--- src/hdl/dpd_pkg.sv ---
package dpd_pkg;

  localparam logic [7:0] CharDollar = 8'h24;
  localparam logic [7:0] CharHash   = 8'h23;
  localparam logic [7:0] CharEscape = 8'h7D;
  localparam logic [7:0] CharPlus   = 8'h2B;
  localparam logic [7:0] CharMinus  = 8'h2D;
  localparam logic [7:0] CharBreak  = 8'h03;
  localparam logic [7:0] EscapeXor  = 8'h20;

  typedef enum logic [2:0] {
    ModeIdle = 3'd0,
    ModeBody = 3'd1,
    ModeEsc  = 3'd2,
    ModeCk1  = 3'd3,
    ModeCk2  = 3'd4
  } mode_e;

  typedef enum logic [2:0] {
    EvPayload = 3'd0,
    EvAccept  = 3'd1,
    EvReject  = 3'd2,
    EvDrop    = 3'd3,
    EvAck     = 3'd4,
    EvNak     = 3'd5,
    EvBreak   = 3'd6,
    EvUnexp   = 3'd7
  } event_e;

  typedef struct packed {
    mode_e      mode;
    logic [7:0] running_sum;
    logic [3:0] high_digit;
    logic       digit_error;
    logic       payload_seen;
  } state_t;

  typedef struct packed {
    logic       valid;
    event_e     ev;
    logic [7:0] value;
  } result_t;

  typedef struct packed {
    logic       bad;
    logic [3:0] nib;
  } hex_t;

  // A byte that is not a hex digit decodes as zero and is flagged bad.
  function automatic hex_t hex_decode(input logic [7:0] b);
    hex_t r;
    r.bad = 1'b0;
    r.nib = 4'h0;
    if (b >= 8'h30 && b <= 8'h39) begin
      r.nib = b[3:0];
    end else if ((b >= 8'h61 && b <= 8'h66) || (b >= 8'h41 && b <= 8'h46)) begin
      r.nib = 4'(b[3:0] + 4'd9);
    end else begin
      r.bad = 1'b1;
    end
    return r;
  endfunction

endpackage

--- src/hdl/debug_packet_deframer.sv ---
// Receiver for debug-link packets framed as '$' body '#' hex hex. One received byte is
// taken per transaction and each byte gives at most one result: a payload byte (escapes
// removed), accept or reject with the received checksum, a dropped partial packet, a peer
// ack or nak, a break, or an unexpected byte. A byte passes through an input register and
// the decode logic into the result register, so results are registered, and one byte per
// cycle is sustained; the input stalls only while the result register holds a transaction
// that the output side has not yet taken.
module debug_packet_deframer (
  input  logic       clk_i,
  input  logic       rst_ni,
  input  logic       in_valid_i,
  output logic       in_stall_o,
  input  logic [7:0] rx_byte_i,
  output logic       out_valid_o,
  input  logic       out_stall_i,
  output logic [2:0] event_res_o,
  output logic [7:0] value_o
);
  import dpd_pkg::*;

  logic       s1_valid;
  logic [7:0] s1_byte;
  logic       out_free;
  logic       advance;
  result_t    res;

  assign advance = s1_valid && out_free;

  dpd_in_stage u_in_stage (
    .clk_i      (clk_i),
    .rst_ni     (rst_ni),
    .in_valid_i (in_valid_i),
    .in_stall_o (in_stall_o),
    .rx_byte_i  (rx_byte_i),
    .advance_i  (advance),
    .valid_o    (s1_valid),
    .byte_o     (s1_byte)
  );

  dpd_fsm u_fsm (
    .clk_i  (clk_i),
    .rst_ni (rst_ni),
    .step_i (advance),
    .byte_i (s1_byte),
    .res_o  (res)
  );

  dpd_out_stage u_out_stage (
    .clk_i       (clk_i),
    .rst_ni      (rst_ni),
    .advance_i   (advance),
    .res_i       (res),
    .free_o      (out_free),
    .out_valid_o (out_valid_o),
    .out_stall_i (out_stall_i),
    .event_res_o (event_res_o),
    .value_o     (value_o)
  );

endmodule

--- src/hdl/dpd_in_stage.sv ---
module dpd_in_stage (
  input  logic       clk_i,
  input  logic       rst_ni,
  input  logic       in_valid_i,
  output logic       in_stall_o,
  input  logic [7:0] rx_byte_i,
  input  logic       advance_i,
  output logic       valid_o,
  output logic [7:0] byte_o
);

  logic       valid_q;
  logic [7:0] byte_q;

  assign in_stall_o = valid_q && !advance_i;
  assign valid_o    = valid_q;
  assign byte_o     = byte_q;

  always_ff @(posedge clk_i or negedge rst_ni) begin
    if (!rst_ni) begin
      valid_q <= 1'b0;
    end else if (in_valid_i && !in_stall_o) begin
      valid_q <= 1'b1;
    end else if (advance_i) begin
      valid_q <= 1'b0;
    end
  end

  always_ff @(posedge clk_i) begin
    if (in_valid_i && !in_stall_o) begin
      byte_q <= rx_byte_i;
    end
  end

endmodule

--- src/hdl/dpd_fsm.sv ---
module dpd_fsm (
  input  logic             clk_i,
  input  logic             rst_ni,
  input  logic             step_i,
  input  logic [7:0]       byte_i,
  output dpd_pkg::result_t res_o
);
  import dpd_pkg::*;

  state_t     state_q;
  state_t     state_d;
  hex_t       hex;
  logic [7:0] sum_plus;
  logic [7:0] rx_sum;
  logic       bad;

  assign hex      = hex_decode(byte_i);
  assign sum_plus = state_q.running_sum + byte_i;
  assign rx_sum   = {state_q.high_digit, hex.nib};
  assign bad      = state_q.digit_error || hex.bad;

  always_ff @(posedge clk_i or negedge rst_ni) begin
    if (!rst_ni) begin
      state_q <= '{mode: ModeIdle, running_sum: 8'h00, high_digit: 4'h0,
                   digit_error: 1'b0, payload_seen: 1'b0};
    end else if (step_i) begin
      state_q <= state_d;
    end
  end

  always_comb begin
    state_d     = state_q;
    res_o.valid = 1'b0;
    res_o.ev    = EvPayload;
    res_o.value = byte_i;
    unique case (state_q.mode)
      ModeBody: begin
        if (byte_i == CharDollar) begin
          state_d.running_sum  = 8'h00;
          state_d.payload_seen = 1'b0;
          res_o.valid          = state_q.payload_seen;
          res_o.ev             = EvDrop;
        end else if (byte_i == CharEscape) begin
          state_d.running_sum = sum_plus;
          state_d.mode        = ModeEsc;
        end else if (byte_i == CharHash) begin
          state_d.digit_error = 1'b0;
          state_d.high_digit  = 4'h0;
          state_d.mode        = ModeCk1;
        end else begin
          state_d.running_sum  = sum_plus;
          state_d.payload_seen = 1'b1;
          res_o.valid          = 1'b1;
        end
      end
      ModeEsc: begin
        state_d.running_sum  = sum_plus;
        state_d.payload_seen = 1'b1;
        state_d.mode         = ModeBody;
        res_o.valid          = 1'b1;
        res_o.value          = byte_i ^ EscapeXor;
      end
      ModeCk1: begin
        state_d.high_digit  = hex.nib;
        state_d.digit_error = hex.bad;
        state_d.mode        = ModeCk2;
      end
      ModeCk2: begin
        state_d.mode        = ModeIdle;
        state_d.digit_error = 1'b0;
        res_o.valid         = 1'b1;
        res_o.value         = rx_sum;
        res_o.ev            = (!bad && rx_sum == state_q.running_sum) ? EvAccept : EvReject;
      end
      default: begin
        state_d.mode = ModeIdle;
        if (byte_i == CharDollar) begin
          state_d.mode         = ModeBody;
          state_d.running_sum  = 8'h00;
          state_d.payload_seen = 1'b0;
        end else begin
          res_o.valid = 1'b1;
          if (byte_i == CharPlus) begin
            res_o.ev = EvAck;
          end else if (byte_i == CharMinus) begin
            res_o.ev = EvNak;
          end else if (byte_i == CharBreak) begin
            res_o.ev = EvBreak;
          end else begin
            res_o.ev = EvUnexp;
          end
        end
      end
    endcase
  end

endmodule

--- src/hdl/dpd_out_stage.sv ---
module dpd_out_stage (
  input  logic             clk_i,
  input  logic             rst_ni,
  input  logic             advance_i,
  input  dpd_pkg::result_t res_i,
  output logic             free_o,
  output logic             out_valid_o,
  input  logic             out_stall_i,
  output logic [2:0]       event_res_o,
  output logic [7:0]       value_o
);
  import dpd_pkg::*;

  logic       valid_q;
  logic [2:0] event_q;
  logic [7:0] value_q;

  assign free_o      = !valid_q || !out_stall_i;
  assign out_valid_o = valid_q;
  assign event_res_o = event_q;
  assign value_o     = value_q;

  always_ff @(posedge clk_i or negedge rst_ni) begin
    if (!rst_ni) begin
      valid_q <= 1'b0;
    end else if (advance_i) begin
      valid_q <= res_i.valid;
    end else if (!out_stall_i) begin
      valid_q <= 1'b0;
    end
  end

  always_ff @(posedge clk_i) begin
    if (advance_i && res_i.valid) begin
      event_q <= 3'(res_i.ev);
      value_q <= res_i.value;
    end
  end

endmodule
--- config.mk ---
export PLATFORM = sky130hd
export DESIGN_NAME = debug_packet_deframer
export DESIGN_NICKNAME = d
export VERILOG_FILES = /design/src/hdl/dpd_pkg.sv /design/src/hdl/debug_packet_deframer.sv /design/src/hdl/dpd_in_stage.sv /design/src/hdl/dpd_fsm.sv /design/src/hdl/dpd_out_stage.sv
export SDC_FILE = /design/constraint.sdc
export NUM_CORES = 1
export LEC_CHECK = 0
export ABC_CLOCK_PERIOD_IN_PS = 2500
export BUFFER_PORTS_ARGS = -buffer_cell sky130_fd_sc_hd__buf_2
export CAP_MARGIN = 20
export CORE_MARGIN = 5
export CORE_UTILIZATION = 40
export DETAILED_ROUTE_END_ITERATION = 8
export PLACE_DENSITY = 0.67
export SYNTH_ARGS = -nofsm -noshare
export SYNTH_HDL_FRONTEND = slang
export SYNTH_SLANG_ARGS = --single-unit
--- constraint.sdc ---
create_clock -name clk_i -period 2.5 [get_ports clk_i]
set_input_delay 0.625 -clock clk_i [delete_from_list [all_inputs] [get_ports clk_i]]
set_output_delay 0.625 -clock clk_i [all_outputs]
set_load 0.1 [all_outputs]
==> summary.txt <==
Vias: 2099
Syn avg cell area: 9.73 sq um
Sequential share of the synthesized area: 42.3%
Yosys Warn Count: 0
Clock buffer depth: 2
Logic pwr share: 46.1%
Yosys reg bits: 38
Layout area overhead: 14.9%
Most numerous cell in the Yosys netlist: nand2_1
Status: complete, no violations
Max Slew Vio Count: 0
Core Box Area: 0.00596 sq mm
Die Area: 0.00785 sq mm
Sequential Power Share: 37.5%
Placer Congestion: 0.938
Initial DRC Count: 179
Layout cells sized above 1: 19.3%
Net count, final: 312
Commonest cells post-synth: nand2_1 (27), o21ai_0 (20), dfrtp_1 (19), edfxtp_1 (19)
Critical path capture point type: flip-flop
Hold Crit Class: primary input to async pin
F_max: 426 MHz
DRT antenna net count: 0
Setup TNS: 0 ns
Leakage: 1.18 nW
CTS Hold Buffers Added: 0
Arrival time worst endpoint: 2.40 ns
Die H: 88.6 microns
Final setup fails: 0
GRT Util Overall: 16.7%
TritonCTS Buffers: 5
Grt total ovfl: 0
Row Count: 28
Pwr Density: 849 mW/mm^2
CP startpoint kind: flip-flop
Worst setup path class: flip-flop to flip-flop
Hold violation count in the final report: 0
Final wirelength: 5.93 mm
Critical Path RT: 2.55 ns
Main synth FF type: edfxtp_1
DP HPWL: 4.61 mm
Initial antenna violation count: 0
Clk sinks: 38
Synth area leader: edfxtp_1
Width of the die: 88.6 microns
Vias per cell: 5.75
Final worst setup slack: 0.152 ns
Clock Skews: 0.00748 ns
RSZ-0062 raised after global routing: false
Syn nets: 277
DP Worst Slack: 0.143 ns
Clock power share: 16.4%
Worst-Skew Late Latency: 0.29 ns
TritonCTS clock tree: done
Mapped Cells: 254
WHS: 0.268 ns
Synth unique cells: 61
Clock Pin Slew Worst Setup and Hold Paths: 0.07 ns
Number of synthesized flops with an enable pin: 19
Sw Share: 42.0%
Main area contributors after synthesis: edfxtp_1 (23%), dfrtp_1 (19%), ha_1 (5.1%)
Number of global-route vias before repair: 2032
Largest net degree at the start of global routing: 20
Minimum clock period: 2.35 ns
Cell Area, Synth: 0.00247 sq mm
Depth of the CTS H-tree: 2
Starting density of the core: 41.5%
Crit path buffers/inverters: 1
Root Driver: clkbuf_8
Max VDD drop: 0.000430 V
Slowest CP cell: edfxtp_1
Post-synthesis async set-or-reset flop share: 50.0%
Crit path cell chain: inv_1 -> ha_1 -> or3b_1 -> and4b_1 -> or4_1 -> a31oi_1 -> a21bo_1
Worst rel slew slack: 63.2%
Number of buffers added on ports: 24
Switch Pwr: 0.00101 W
DRT Pass-1 Iters: 5
Critical path's largest stage delay: 0.45 ns
First-pass GRT wire length: 10.1 mm
Drt wl/cell: 16.2 microns
Post-route DRC: 0
Final period util: 93.9%
N_diodes: 0
Internal Pwr Total: 0.00140 W
Worst slew pin tran: 0.548 ns
Synth top area share: 23.1%
Max cap viols: 0
Max Fanout on Critical Path: 4
Kind of cell adding the most delay to the critical path: simple AND/OR/NAND/NOR gates
# IOs: 25
[cell usage in the layout (no fill, tap or decap), drive strengths merged, types with 3 or more instances in the layout]
cell type	synthesis	routed
or2	4	4
nand3b	3	3
ha	10	10
a21oi	7	7
nor3	6	6
o2111ai	3	3
clkinv	0	3
o211ai	6	6
dfrtp	19	19
or4b	3	3
o21ai	24	24
and2	5	5
a31oi	3	3
a22o	5	5
inv	8	8
nor2	10	10
nand2	27	27
and3	4	4
nor2b	3	3
xnor2	8	8
o31ai	8	8
clkbuf	9	5
a21o	4	4
nand3	10	10
buf	5	42
o21a	3	3
edfxtp	19	19
[power by group through the flow]
stage,logic [W],clock network (W),registers (W)
final,0.00111,0.000396,0.000903
after global routing,0.00123,0.000436,0.000917
after CTS,0.00111,0.000409,0.000901
after detailed placement,0.00110,0,0.000914
after global placement,0.00108,0,0.000910
after floorplan,0.000672,0,0.00108
[per-layer routing]
metal	GRT usage, %	part of all wire, %
met1	22.7	46
met2	27.8	47
met3	3.26	6.6
met4	3.30	0.71
met5	0	0
[metrics by stage]
step	utilization, %	cell area, sq um	std cells	power (W)
2_1_floorplan	-	2470	254	0.00175
3_3_place_gp	46.0	2740	356	0.00199
3_5_place_dp	46.0	2740	356	0.00201
4_1_cts	47.4	2820	364	0.00242
5_1_grt	47.7	2840	365	0.00258
6_report	47.7	2840	365	0.00241
[area by class of cell]
cell class	instances	area, sq um
multi-input cells	194	1330
fillers	590	3120
well taps	75	93.8
inverters	8	30.0
clock buffers	5	68.8
clock inverters	3	11.3
flip-flops and latches	38	1050
repair buffers	42	255
[path summary, 6_finish.rpt]
kind                                           start  cells past startpoint  slack [ns]                    endpoint
worst max-delay path            u_in_stage.byte_o[0]                      7        0.15  u_out_stage.event_res_o[1]
worst min-delay path                          rst_ni                      1        0.27            u_fsm.state_q[0]
worst max register to register  u_in_stage.byte_o[0]                      7        0.15  u_out_stage.event_res_o[1]
worst min register to register      u_fsm.state_q[1]                      1        0.48            u_fsm.state_q[1]
max in group asynchronous                     rst_ni                      1        1.93           u_fsm.state_q[11]
min in group clk_i                  u_fsm.state_q[1]                      1        0.48            u_fsm.state_q[1]
[registers in the layout, indices dropped and copies added (netlist names)]
signal                   cells
u_fsm.state_q               13
u_in_stage.byte_o            8
u_in_stage.valid_o           1
u_out_stage.event_res_o      3
u_out_stage.out_valid_o      1
u_fsm.rx_sum                 4
u_out_stage.value_o          8
[what timing repair did]
item	in CTS	in global routing
endpoints found under the setup margin	0	2
setup buffers	0	1
resized for setup	0	2
[logic make-up after synthesis]
logic type / Yosys count / share of synthesized area (%)
AND/OR/NAND/NOR: 92 / 20.8
flip-flops: 38 / 42.3
multiplexers: 2 / 0.861
adder cells (fa/ha/maj): 11 / 5.87
XOR/XNOR: 10 / 3.54
AO/OA/AOI/OAI: 79 / 22.5
buffers and inverters: 22 / 4.10
Power figures use the tool's default switching activity.
